[src/rtl/core/pset_pkg.sv]
// Shared types and codes for the priority sorted entry table.
// Holds the request and response words, the stored record layout and the
// controller/datapath command and status groups. No dependencies.
package pset_pkg;

   localparam int CAPACITY_DEF = 16;

   localparam logic [1:0] KIND_INSERT = 2'd0;
   localparam logic [1:0] KIND_REMOVE = 2'd1;
   localparam logic [1:0] KIND_QUERY  = 2'd2;
   localparam logic [1:0] KIND_UNUSED = 2'd3;

   localparam logic [2:0] ST_INSERTED  = 3'd0;
   localparam logic [2:0] ST_FULL      = 3'd1;
   localparam logic [2:0] ST_REMOVED   = 3'd2;
   localparam logic [2:0] ST_NOT_FOUND = 3'd3;
   localparam logic [2:0] ST_ID_ZERO   = 3'd4;
   localparam logic [2:0] ST_MATCH     = 3'd5;
   localparam logic [2:0] ST_NO_MATCH  = 3'd6;

   typedef struct packed {
      logic [1:0]  kind;
      logic [7:0]  priority_req;
      logic [4:0]  day;
      logic [3:0]  month;
      logic [11:0] year;
      logic [4:0]  hour;
      logic [5:0]  minute;
      logic [15:0] duration;
      logic [15:0] target_id;
   } req_type;

   typedef struct packed {
      logic [2:0]  status;
      logic [15:0] entry_id;
      logic [7:0]  entry_priority;
      logic [4:0]  entry_day;
      logic [3:0]  entry_month;
      logic [11:0] entry_year;
      logic [4:0]  entry_hour;
      logic [5:0]  entry_minute;
      logic [15:0] entry_duration;
      logic [4:0]  stored_count;
      logic        last;
   } rsp_type;

   typedef struct packed {
      logic [15:0] id;
      logic [7:0]  prio;
      logic [4:0]  day;
      logic [3:0]  month;
      logic [11:0] year;
      logic [4:0]  hour;
      logic [5:0]  minute;
      logic [15:0] duration;
   } rec_type;

   typedef struct packed {
      logic load;
      logic init;
      logic read;
      logic eval;
      logic emit_final;
   } cmd_type;

   typedef struct packed {
      logic [1:0] kind;
      logic       full;
      logic       id_zero;
      logic       scan_end;
      logic       eval_stop;
      logic       eval_wait;
      logic       out_free;
   } sts_type;

endpackage

[src/rtl/core/pset_ram.sv]
// Generic single write port, single read port RAM with registered read.
// No dependencies.
module pset_ram #(
   parameter int WIDTH = 8,
   parameter int DEPTH = 16
) (
   input  logic                     clock,
   input  logic                     wr_en,
   input  logic [$clog2(DEPTH)-1:0] wr_addr,
   input  logic [WIDTH-1:0]         wr_data,
   input  logic                     rd_en,
   input  logic [$clog2(DEPTH)-1:0] rd_addr,
   output logic [WIDTH-1:0]         rd_data_ff
);

   logic [WIDTH-1:0] mem_ff [DEPTH];

   always_ff @(posedge clock) begin
      if (wr_en) begin
         mem_ff[wr_addr] <= wr_data;
      end
      if (rd_en) begin
         rd_data_ff <= mem_ff[rd_addr];
      end
   end

endmodule

[src/rtl/core/pset_dp.sv]
// Datapath of the entry table: request register, count, id counter, scan
// index, pending match, record RAM and response register.
// Depends on pset_pkg and pset_ram.
module pset_dp #(
   parameter int CAPACITY = pset_pkg::CAPACITY_DEF
) (
   input  logic              clock,
   input  logic              reset,
   input  pset_pkg::cmd_type cmd,
   output pset_pkg::sts_type sts,
   input  pset_pkg::req_type req_word,
   output logic              rsp_valid,
   input  logic              rsp_stall,
   output pset_pkg::rsp_type rsp_word
);
   import pset_pkg::*;

   localparam int AW = $clog2(CAPACITY);
   localparam int CW = $clog2(CAPACITY + 1);
   localparam int RW = $bits(rec_type);

   req_type        req_ff, req_in;
   logic [CW-1:0]  count_ff, count_in;
   logic [15:0]    issued_ff, issued_in;
   logic [CW-1:0]  idx_ff, idx_in;
   logic           found_ff, found_in;
   logic           pend_valid_ff, pend_valid_in;
   rec_type        pend_ff, pend_in;
   logic           rsp_valid_ff, rsp_valid_in;
   rsp_type        rsp_ff, rsp_in;

   logic           ram_wr_en;
   logic [AW-1:0]  ram_wr_addr;
   rec_type        ram_wr_data;
   logic           ram_rd_en;
   logic [AW-1:0]  ram_rd_addr;
   logic [RW-1:0]  ram_rd_data;

   rec_type        rd_rec;
   rec_type        new_rec;
   logic [15:0]    id_inc;
   logic [15:0]    next_id;
   logic [CW-1:0]  idx_m1;
   logic [CW-1:0]  idx_p1;
   logic           is_match;
   logic           is_insert;
   logic           out_free;

   function automatic rsp_type build_rsp(input logic [2:0] st, input logic [15:0] id,
                                         input rec_type r, input logic use_rec,
                                         input logic [4:0] cnt, input logic lst);
      rsp_type w;
      w = '0;
      w.status       = st;
      w.entry_id     = id;
      w.stored_count = cnt;
      w.last         = lst;
      if (use_rec) begin
         w.entry_priority = r.prio;
         w.entry_day      = r.day;
         w.entry_month    = r.month;
         w.entry_year     = r.year;
         w.entry_hour     = r.hour;
         w.entry_minute   = r.minute;
         w.entry_duration = r.duration;
      end
      return w;
   endfunction

   pset_ram #(
      .WIDTH(RW),
      .DEPTH(CAPACITY)
   ) u_ram (
      .clock     (clock),
      .wr_en     (ram_wr_en),
      .wr_addr   (ram_wr_addr),
      .wr_data   (ram_wr_data),
      .rd_en     (ram_rd_en),
      .rd_addr   (ram_rd_addr),
      .rd_data_ff(ram_rd_data)
   );

   assign rd_rec    = rec_type'(ram_rd_data);
   assign id_inc    = issued_ff + 16'd1;
   // Zero is never handed out: wrap to one
   assign next_id   = (id_inc == 16'd0) ? 16'd1 : id_inc;
   assign idx_m1    = idx_ff - 1'b1;
   assign idx_p1    = idx_ff + 1'b1;
   assign is_insert = (req_ff.kind == KIND_INSERT);
   assign is_match  = (rd_rec.day == req_ff.day) && (rd_rec.month == req_ff.month) &&
                      (rd_rec.year == req_ff.year);
   assign out_free  = !rsp_valid_ff || !rsp_stall;

   always_comb begin
      new_rec          = '0;
      new_rec.id       = next_id;
      new_rec.prio     = req_ff.priority_req;
      new_rec.day      = req_ff.day;
      new_rec.month    = req_ff.month;
      new_rec.year     = req_ff.year;
      new_rec.hour     = req_ff.hour;
      new_rec.minute   = req_ff.minute;
      new_rec.duration = req_ff.duration;
   end

   always_comb begin
      sts           = '0;
      sts.kind      = req_ff.kind;
      sts.full      = (count_ff == CW'(CAPACITY));
      sts.id_zero   = (req_ff.target_id == 16'd0);
      sts.scan_end  = is_insert ? (idx_ff == '0) : (idx_ff == count_ff);
      sts.eval_stop = is_insert && (rd_rec.prio < req_ff.priority_req);
      sts.eval_wait = (req_ff.kind == KIND_QUERY) && is_match && pend_valid_ff;
      sts.out_free  = out_free;
   end

   always_comb begin
      req_in        = req_ff;
      count_in      = count_ff;
      issued_in     = issued_ff;
      idx_in        = idx_ff;
      found_in      = found_ff;
      pend_valid_in = pend_valid_ff;
      pend_in       = pend_ff;
      rsp_valid_in  = rsp_valid_ff;
      rsp_in        = rsp_ff;
      ram_wr_en     = 1'b0;
      ram_wr_addr   = idx_ff[AW-1:0];
      ram_wr_data   = new_rec;
      ram_rd_en     = 1'b0;
      ram_rd_addr   = idx_ff[AW-1:0];

      if (rsp_valid_ff && !rsp_stall) begin
         rsp_valid_in = 1'b0;
      end

      if (cmd.load) begin
         req_in = req_word;
      end

      if (cmd.init) begin
         idx_in        = is_insert ? count_ff : '0;
         found_in      = 1'b0;
         pend_valid_in = 1'b0;
      end

      if (cmd.read) begin
         if (sts.scan_end) begin
            // Insert reached the head: place the new record in slot zero
            if (is_insert) begin
               ram_wr_en = 1'b1;
            end
         end else begin
            ram_rd_en   = 1'b1;
            ram_rd_addr = is_insert ? idx_m1[AW-1:0] : idx_ff[AW-1:0];
         end
      end

      if (cmd.eval) begin
         case (req_ff.kind)
            KIND_INSERT: begin
               ram_wr_en = 1'b1;
               if (!sts.eval_stop) begin
                  // Shift a record of equal or larger priority value up one slot
                  ram_wr_data = rd_rec;
                  idx_in      = idx_m1;
               end
            end
            KIND_REMOVE: begin
               if (found_ff) begin
                  ram_wr_en   = 1'b1;
                  ram_wr_addr = idx_m1[AW-1:0];
                  ram_wr_data = rd_rec;
               end else if (rd_rec.id == req_ff.target_id) begin
                  found_in = 1'b1;
               end
               idx_in = idx_p1;
            end
            KIND_QUERY: begin
               if (is_match) begin
                  // Hold one match back so the final one can carry last
                  if (pend_valid_ff) begin
                     rsp_valid_in = 1'b1;
                     rsp_in = build_rsp(ST_MATCH, pend_ff.id, pend_ff, 1'b1,
                                        5'(count_ff), 1'b0);
                  end
                  pend_in       = rd_rec;
                  pend_valid_in = 1'b1;
               end
               idx_in = idx_p1;
            end
            default: begin
            end
         endcase
      end

      if (cmd.emit_final) begin
         rsp_valid_in = 1'b1;
         case (req_ff.kind)
            KIND_INSERT: begin
               if (sts.full) begin
                  rsp_in = build_rsp(ST_FULL, 16'd0, pend_ff, 1'b0, 5'(count_ff), 1'b1);
               end else begin
                  count_in  = count_ff + 1'b1;
                  issued_in = next_id;
                  rsp_in = build_rsp(ST_INSERTED, next_id, pend_ff, 1'b0,
                                     5'(count_ff + 1'b1), 1'b1);
               end
            end
            KIND_REMOVE: begin
               if (sts.id_zero) begin
                  rsp_in = build_rsp(ST_ID_ZERO, 16'd0, pend_ff, 1'b0, 5'(count_ff), 1'b1);
               end else if (found_ff) begin
                  count_in = count_ff - 1'b1;
                  rsp_in = build_rsp(ST_REMOVED, req_ff.target_id, pend_ff, 1'b0,
                                     5'(count_ff - 1'b1), 1'b1);
               end else begin
                  rsp_in = build_rsp(ST_NOT_FOUND, 16'd0, pend_ff, 1'b0,
                                     5'(count_ff), 1'b1);
               end
            end
            KIND_QUERY: begin
               if (pend_valid_ff) begin
                  rsp_in = build_rsp(ST_MATCH, pend_ff.id, pend_ff, 1'b1, 5'(count_ff), 1'b1);
               end else begin
                  rsp_in = build_rsp(ST_NO_MATCH, 16'd0, pend_ff, 1'b0, 5'(count_ff), 1'b1);
               end
            end
            default: begin
               rsp_valid_in = rsp_valid_ff && rsp_stall;
            end
         endcase
      end
   end

   always_ff @(posedge clock) begin
      if (reset) begin
         count_ff      <= '0;
         issued_ff     <= '0;
         rsp_valid_ff  <= 1'b0;
         pend_valid_ff <= 1'b0;
      end else begin
         count_ff      <= count_in;
         issued_ff     <= issued_in;
         rsp_valid_ff  <= rsp_valid_in;
         pend_valid_ff <= pend_valid_in;
      end
      req_ff   <= req_in;
      idx_ff   <= idx_in;
      found_ff <= found_in;
      pend_ff  <= pend_in;
      rsp_ff   <= rsp_in;
   end

   assign rsp_valid = rsp_valid_ff;
   assign rsp_word  = rsp_ff;

endmodule

[src/rtl/core/pset_ctrl.sv]
// Controller state machine of the entry table: sequences accept, the slot
// scan (read then evaluate) and the final response. Depends on pset_pkg.
module pset_ctrl (
   input  logic              clock,
   input  logic              reset,
   input  logic              req_valid,
   output logic              req_stall,
   input  pset_pkg::sts_type sts,
   output pset_pkg::cmd_type cmd
);
   import pset_pkg::*;

   localparam logic [2:0] S_IDLE  = 3'd0;
   localparam logic [2:0] S_START = 3'd1;
   localparam logic [2:0] S_READ  = 3'd2;
   localparam logic [2:0] S_EVAL  = 3'd3;
   localparam logic [2:0] S_FINAL = 3'd4;

   logic [2:0] state_ff, state_in;

   assign req_stall = (state_ff != S_IDLE);

   always_comb begin
      cmd      = '0;
      state_in = state_ff;
      unique case (state_ff)
         S_IDLE: begin
            if (req_valid) begin
               cmd.load = 1'b1;
               state_in = S_START;
            end
         end
         S_START: begin
            unique case (sts.kind)
               KIND_INSERT: begin
                  if (sts.full) begin
                     state_in = S_FINAL;
                  end else begin
                     cmd.init = 1'b1;
                     state_in = S_READ;
                  end
               end
               KIND_REMOVE: begin
                  if (sts.id_zero) begin
                     state_in = S_FINAL;
                  end else begin
                     cmd.init = 1'b1;
                     state_in = S_READ;
                  end
               end
               KIND_QUERY: begin
                  cmd.init = 1'b1;
                  state_in = S_READ;
               end
               default: begin
                  // Unused kind: drop silently
                  state_in = S_IDLE;
               end
            endcase
         end
         S_READ: begin
            cmd.read = 1'b1;
            state_in = sts.scan_end ? S_FINAL : S_EVAL;
         end
         S_EVAL: begin
            // Hold while an earlier match still waits for the response register
            if (!(sts.eval_wait && !sts.out_free)) begin
               cmd.eval = 1'b1;
               state_in = sts.eval_stop ? S_FINAL : S_READ;
            end
         end
         S_FINAL: begin
            if (sts.out_free) begin
               cmd.emit_final = 1'b1;
               state_in       = S_IDLE;
            end
         end
         default: begin
            state_in = S_IDLE;
         end
      endcase
   end

   always_ff @(posedge clock) begin
      if (reset) begin
         state_ff <= S_IDLE;
      end else begin
         state_ff <= state_in;
      end
   end

endmodule

[src/rtl/core/priority_sorted_entry_table_unit.sv]
// Priority sorted entry table: one word at a time. After accept and start, each slot
// visited takes a RAM read, then a compare and shift/write. The scan ends at a closing
// read or, for an insert, at the slot where the new record goes; the finish follows.
// A full insert or a remove of id zero goes from start straight to the finish. The next
// word is taken only once the last is issued; the finish and each held-back match wait
// while rsp_stall holds the response register.
// Synchronous active-high reset empties the table and clears the id counter.
// Depends on pset_pkg, pset_ctrl and pset_dp.
module priority_sorted_entry_table_unit #(
   parameter int CAPACITY = pset_pkg::CAPACITY_DEF
) (
   input  logic              clock,
   input  logic              reset,
   input  logic              req_valid,
   output logic              req_stall,
   input  pset_pkg::req_type req_word,
   output logic              rsp_valid,
   input  logic              rsp_stall,
   output pset_pkg::rsp_type rsp_word
);
   import pset_pkg::*;

   cmd_type cmd;
   sts_type sts;

   pset_ctrl u_ctrl (
      .clock    (clock),
      .reset    (reset),
      .req_valid(req_valid),
      .req_stall(req_stall),
      .sts      (sts),
      .cmd      (cmd)
   );

   pset_dp #(
      .CAPACITY(CAPACITY)
   ) u_dp (
      .clock    (clock),
      .reset    (reset),
      .cmd      (cmd),
      .sts      (sts),
      .req_word (req_word),
      .rsp_valid(rsp_valid),
      .rsp_stall(rsp_stall),
      .rsp_word (rsp_word)
   );

endmodule

[config.mk]
export PLATFORM = sky130hd
export DESIGN_NAME = priority_sorted_entry_table_unit
export DESIGN_NICKNAME = d
export VERILOG_FILES = /design/src/rtl/core/pset_pkg.sv /design/src/rtl/core/pset_ram.sv /design/src/rtl/core/pset_dp.sv /design/src/rtl/core/pset_ctrl.sv /design/src/rtl/core/priority_sorted_entry_table_unit.sv
export SDC_FILE = /design/constraint.sdc
export NUM_CORES = 2
export LEC_CHECK = 0
export BUFFER_PORTS_ARGS = -buffer_cell sky130_fd_sc_hd__buf_4
export CORE_ASPECT_RATIO = 1.5
export CORE_MARGIN = 2
export CORE_UTILIZATION = 42
export CTS_CLUSTER_DIAMETER = 120
export DETAILED_ROUTE_END_ITERATION = 16
export PLACE_DENSITY = 0.53
export SYNTH_ARGS = -nofsm -noshare
export SYNTH_HDL_FRONTEND = slang
export SYNTH_SLANG_ARGS = --single-unit
[constraint.sdc]
create_clock -name clock -period 24.6 [get_ports clock]
set_input_delay 3.69 -clock clock [delete_from_list [all_inputs] [get_ports clock]]
set_output_delay 3.69 -clock clock [all_outputs]
set_load 0.02 [all_outputs]
==> Yosys cells after proc, flatten, opt, wreduce, memory -nomap -nowiden <==
Memories as Yosys holds them, arrays and structs flattened. A register that Yosys moved wholly into a read port is not among the register bits.
Index checks and enable logic that the tools add are counted.
{ "word_totals": {"mem_count": 1, "output_inout_bits": 83, "input_bits": 78, "register_bits": 259, "ram_bits": 1152, "wordCells": 163} }
{ "memory_table": {"columns": ["memory", "depth", "word_bits", "read_ports", "rd_ports_with_merged_regs", "write_ports", "line", "rtl"], "rows": [
  ["u_dp.u_ram.mem_ff", 16, 72, 1, 1, 1, "pset_ram.sv:16", "logic [WIDTH-1:0] mem_ff [DEPTH];"]
]} }
{ "classes": {"order_cmp": 1, "eq_ne": 18, "muxes": 77, "bitwise": 1, "n_addsub": 5, "n_reduce_logical": 25} }
{ "ops": {"columns": ["operator", "count"], "rows": [
  ["$mux W81", 6],
  ["$pmux W81 S3", 1],
  ["$mux W72", 3],
  ["$mux W79", 2],
  ["$pmux W72 S2", 1],
  ["$mux W80", 1],
  ["$mux W1", 36],
  ["$mux W5", 7],
  ["$logic_not A16 Y1", 2],
  ["$mux W4", 6],
  ["$mux W3", 7],
  ["$pmux W5 S2", 2],
  ["$add A16 B1 Y16 const B", 1],
  ["$eq A16 B16 Y1", 1],
  ["$mux W16", 1],
  ["$pmux W3 S5", 1],
  ["$eq A12 B12 Y1", 1],
  ["$add A5 B1 Y5 const B", 2],
  ["$eq A5 B5 Y1", 2],
  ["$sub A5 B1 Y5 const B", 2],
  ["$pmux W3 S3", 1],
  ["$reduce_and A3 Y1", 3],
  ["$logic_and A1 B1 Y1", 8],
  ["$lt A8 B8 Y1", 1],
  ["22 further kinds", 29]
]} }

==> Longest topological paths before layout <==
{ "logic_depth": {"depth_word": 11, "ltp_mapped": 16, "ltp_nobuf": 9} }

==> Cells and area by module <==
A second synthesis with hierarchy kept.
{ "unflattened": {"cells_unflattened": 2879, "area_unflattened_um2": 57261.2} }
{ "by_module_without_submodules": {"columns": ["mod", "area_each_um2", "n_inst", "seq_area_each_um2", "cells_each"], "rows": [
  ["pset_ram", 45270.9, 1, 36755.3, 1850],
  ["pset_dp", 11726.2, 1, 6586.3, 996],
  ["pset_ctrl", 264.0, 1, 60.1, 33]
]} }

==> Worst setup path after synthesis <==
No wires, ideal clock.
{ "synth_timing": {"path_kind": "input port to flip-flop", "startpoint": "input port rsp_stall", "endpoint": "register u_dp.pend_valid_ff", "setup_time_ns": 0.089, "path_buffers": 0, "required_time_ns": 24.511, "cell_stages": 4, "setup_slack_ns": 13.042, "t_arrival_ns": 11.469, "cell_sequence": "nand2_1 > nor2_1 > nor4_1 > o21ba_2"} }
{ "synth_between": {"elab_chain_len": 7} }
{ "synth_rtl": {"columns": ["item", "line", "rtl"], "rows": [
  ["start: declaration", "priority_sorted_entry_table_unit.sv:18", "input logic rsp_stall,"],
  ["$logic_not A1 Y1", "pset_dp.sv:92", "assign out_free = !rsp_valid_ff || !rsp_stall;"],
  ["$logic_or A1 B1 Y1", "pset_dp.sv:92", null],
  ["$logic_not A1 Y1", "pset_ctrl.sv:67", "if (!(sts.eval_wait && !sts.out_free)) begin"],
  ["$logic_and A1 B1 Y1", "pset_ctrl.sv:67", null],
  ["$mux W1", "pset_ctrl.sv:67", null],
  ["$mux W1", "pset_ctrl.sv:26", "unique case (state_ff)"],
  ["$mux W1", "pset_dp.sv:159", "if (cmd.eval) begin"],
  ["end signal: assignment", "pset_dp.sv:246", "pend_valid_ff <= pend_valid_in;"],
  ["end: declaration", "pset_dp.sv:27", "logic pend_valid_ff, pend_valid_in;"]
]} }
No other way between the ends.
A chain may end at the register's enable or synchronous reset.

==> Worst setup path in the final report <==
{ "layout_timing": {"startpoint": "input port rsp_stall", "endpoint": "memory u_dp.u_ram.mem_ff[11][67] (netlist bit) (enable)"} }
{ "layout_between": {"elab_chain_len": 9, "word_cells_on_any_way": 10, "cone_classes": "mux (6); reduce/logical (4)"} }
{ "layout_rtl": {"columns": ["item", "line", "rtl"], "rows": [
  ["$logic_not A1 Y1 (*)", "pset_dp.sv:92", null],
  ["$logic_or A1 B1 Y1 (*)", "pset_dp.sv:92", null],
  ["$logic_not A1 Y1 (*)", "pset_ctrl.sv:67", null],
  ["$logic_and A1 B1 Y1 (*)", "pset_ctrl.sv:67", null],
  ["$mux W1 (*)", "pset_ctrl.sv:67", null],
  ["$mux W1 (*)", "pset_ctrl.sv:26", null],
  ["$mux W1", "pset_dp.sv:159", null],
  ["$mux W1", "pset_ram.sv:19", "if (wr_en) begin"],
  ["$mux W1 (not written as such)", "pset_ram.sv:20", "mem_ff[wr_addr] <= wr_data;"],
  ["end: declaration", "pset_ram.sv:16", null]
]} }
Every way passes the cells marked *; elsewhere a longest branch is shown, timed or not.

==> metrics.csv <==
stage,metric,value,unit
clocking,path_clk_slew,0.06,ns
worst_setup_path,cp.buffers_inverters,3,
grt,track_usage,0.225,
worst_setup_path,path_cells,buf_4 > nand2_1 > nor2_1 > nand3_1 > o21ai_1 > nor3_1 > a2bb2oi_1 > nor2_4 > buf_4 > buf_4,
timing,skew,0.0331,ns
worst_setup_path,path_common_cell,buf_4,
synth,syn_area,58700,sq um
timing,final-setup-viol-count,0,
place,io_buffers,160,
synth,synth_top_flop_cell,edfxtp_1,
hold_path,hp-class,reg2reg,
synth,synth_warnings,0,
clocking,cts_tree,done,
die,core_area,139000,sq um
timing,period_needed,7.25,ns
route,route.antenna.remaining_nets,0,
worst_setup_path,worstPathMaxFanout,42,
grt,grt_max_degree,153,
route,drt_pass1_iterations,6,
worst_setup_path,crit_path_end_kind,flop,
pwr,power,5550,uW
timing,rsz0062_at_grt,false,
status,status,"finished, final reports clean",
worst_setup_path,crit_slowest_cell,o21ai_1,
die,start_util,0.422,
layout,final_common_cell,edfxtp_1,
grt,first_global_vias,34000,
synth,synth_cells,3855,
clocking,cts_buffer_depth,3,
layout,fin_nets,4067,
timing,fin_ws,17.35,ns
synth,async_reset_ff_frac,0,
grt,grt_pass1_wl,233,mm
clocking,cts_htree_levels,4,
synth,synth_edf_count,1370,
synth,muxShareOfSynthArea,0.0521,
route,via_count,34200,
timing,holdWs,0.451,ns
clocking,cts-root-buf,clkbuf_16,
grt,gr-total-overflow,0,
layout,areaGrowthSynthToFinish,13.0,%
clocking,cts_sinks,1483,
layout,fillers,11900,
timing,hold_viol,0,
synth,syn_avg_cell_area,15.2,sq um
route,vias_per_cell,5.75,
synth,ys_types,73,
synth,synth_top_family_by_area,compound AO/OA/AOI/OAI gates,
pwr,power.density,83.6,nW/um^2
clocking,clk_latency,0.79,ns
timing,maxSlewViolCount,0,
worst_setup_path,critPathTopFamily,buffers and inverters,
worst_setup_path,start_kind,input pin,
route,routed_wl,162,mm
worst_setup_path,slowest_delay,0.95,ns
layout,fin_util,0.476,
timing,worstMarginPinSlew,1.38,ns
clocking,numCtsBuffers,145,
pwr,ir_drop,0.0000653,V
synth,synth-compound-area-share,0.101,
grt,antenna_found_initial,8,
layout,drive_gt1_frac,0.118,
place,dp_hpwl,86.5,mm
timing,relSlewSlack,0.0684,
synth,yosysSeqAreaShare,0.739,
route,drt-initial-drc-count,3128,
synth,synth_seq_cells,1483,
timing,finalSetupTns,0,ns
place,place.gp.congestion,0.787,
die,die_x,309,um
die,fp-row-count,168,
timing,fmax,138,MHz
clocking,post-cts-setup-buffer-count,0,
worst_setup_path,worstPathRequired,24.98,ns
route,wl_per_cell,27.2,um
worst_setup_path,critPathKind,in2reg,
die,ios,161,
die,dieArea,143000,sq um
clocking,cts_resized,0,
flow_run,drv_cap,0,
synth,synth_xor_area_frac,0.0116,
synth,yosys.area_share.simple,0.0696,
place,preCtsSetupSlack,16.58,ns
layout,layout_common_cells,"edfxtp_1 (1370), nand2_1 (628), mux2i_1 (306), buf_4 (231), nand3_1 (161)",
timing,fin_crit_sh,0.295,
synth,synth-adder-area-share,0.00362,
clocking,cts_hold_buf,0,
synth,syn_nets,3950,
die,die_h,462,um
worst_setup_path,arrival,7.64,ns
pwr,p_leak,0.0214,uW
route,drc,0,
## where the power goes
part | total (uW) | internal [uW] | switching [uW]
registers | 2840 | 2810 | 30.2
logic | 543 | 188 | 355
clock network | 2170 | 1210 | 959
## state kept, by name, indices dropped and copies added (netlist names), 5 cells and up
name,cells
u_dp.count_ff,5
u_dp.idx_ff,5
u_dp.issued_ff,16
u_dp.new_rec,56
u_dp.pend_ff,72
u_dp.req_ff,16
u_dp.rsp_word,81
u_dp.u_ram.mem_ff,1152
u_dp.u_ram.rd_data_ff,72
## Yosys cell counts, drive strengths merged (18+ instances only)
library cell,instances,area [sq um]
a211oi,151,1130
a21oi,52,264
a22o,123,1080
a311oi,72,631
a31o,72,631
a32o,73,731
a32oi,72,631
buf,105,697
clkbuf,157,604
dfxtp,113,2260
edfxtp,1370,41100
inv,24,90.1
mux2i,306,3060
nand2,631,2370
nand3,162,816
nor2,75,282
nor3,18,90.1
o21ai,23,115
xnor2,20,175
xor2,56,509
## path summary, 6_finish.rpt
| check | depth (start not counted) | from | slack, ns | endpoint |
|---|---|---|---|---|
| max | 10 | rsp_stall | 17.35 | u_dp.u_ram.mem_ff[11][67]$_DFFE_PP_ |
| min | 2 | u_dp.rsp_word[0]$_DFF_P_ | 0.45 | u_dp.rsp_word[0]$_DFF_P_ |
| max reg2reg | 13 | u_dp.idx_ff[0]$_DFF_P_ | 18.33 | u_dp.u_ram.rd_data_ff[24]$_DFFE_PP_ |
| min reg2reg | 2 | u_dp.rsp_word[0]$_DFF_P_ | 0.45 | u_dp.rsp_word[0]$_DFF_P_ |
## per-stage QoR
step,std cells,instance area (sq um)
finish,5959,66400
global route,5959,66400
CTS,5958,66400
detailed placement,5695,61800
global placement,5695,61800
floorplan,3855,58700
## routing by layer
layer / global-route usage / vias to the layer above / share of wire
li1: - / 15300 / -
met1: 0.292 / 17400 / 0.42
met2: 0.382 / 1171 / 0.49
met3: 0.0414 / 287 / 0.060
met4: 0.0706 / 6 / 0.028
met5: 0 / - / 0.00025
## area by class of cell
class	count	area, sq um	share of cell area
antenna	1	2.50	0.0000377
clock buffer	187	3980	0.0600
clock inverter	76	607	0.00914
inverter	24	90.1	0.00136
multi-input combinational	2086	14200	0.214
sequential	1483	43400	0.654
tap	1870	2340	0.0352
timing repair buffer	232	1750	0.0264
## worst min-delay path: cells and delay by family (launching register included)
kind	cells	cell delay, ns
DFF	1	0.31
and+or+nand+nor	2	0.09
## cell families (layout without fill, tap and decap cells)
group           after synthesis  after routing
compound gates              723            723
xor+xnor                     76             76
fa+ha+maj                    17             17
buf+inv                     286            519
flops                      1483           1483
mux                         306            306
other cells                   0              1
simple gates                964            964
No activity file was read; power rests on OpenSTA's default activity.
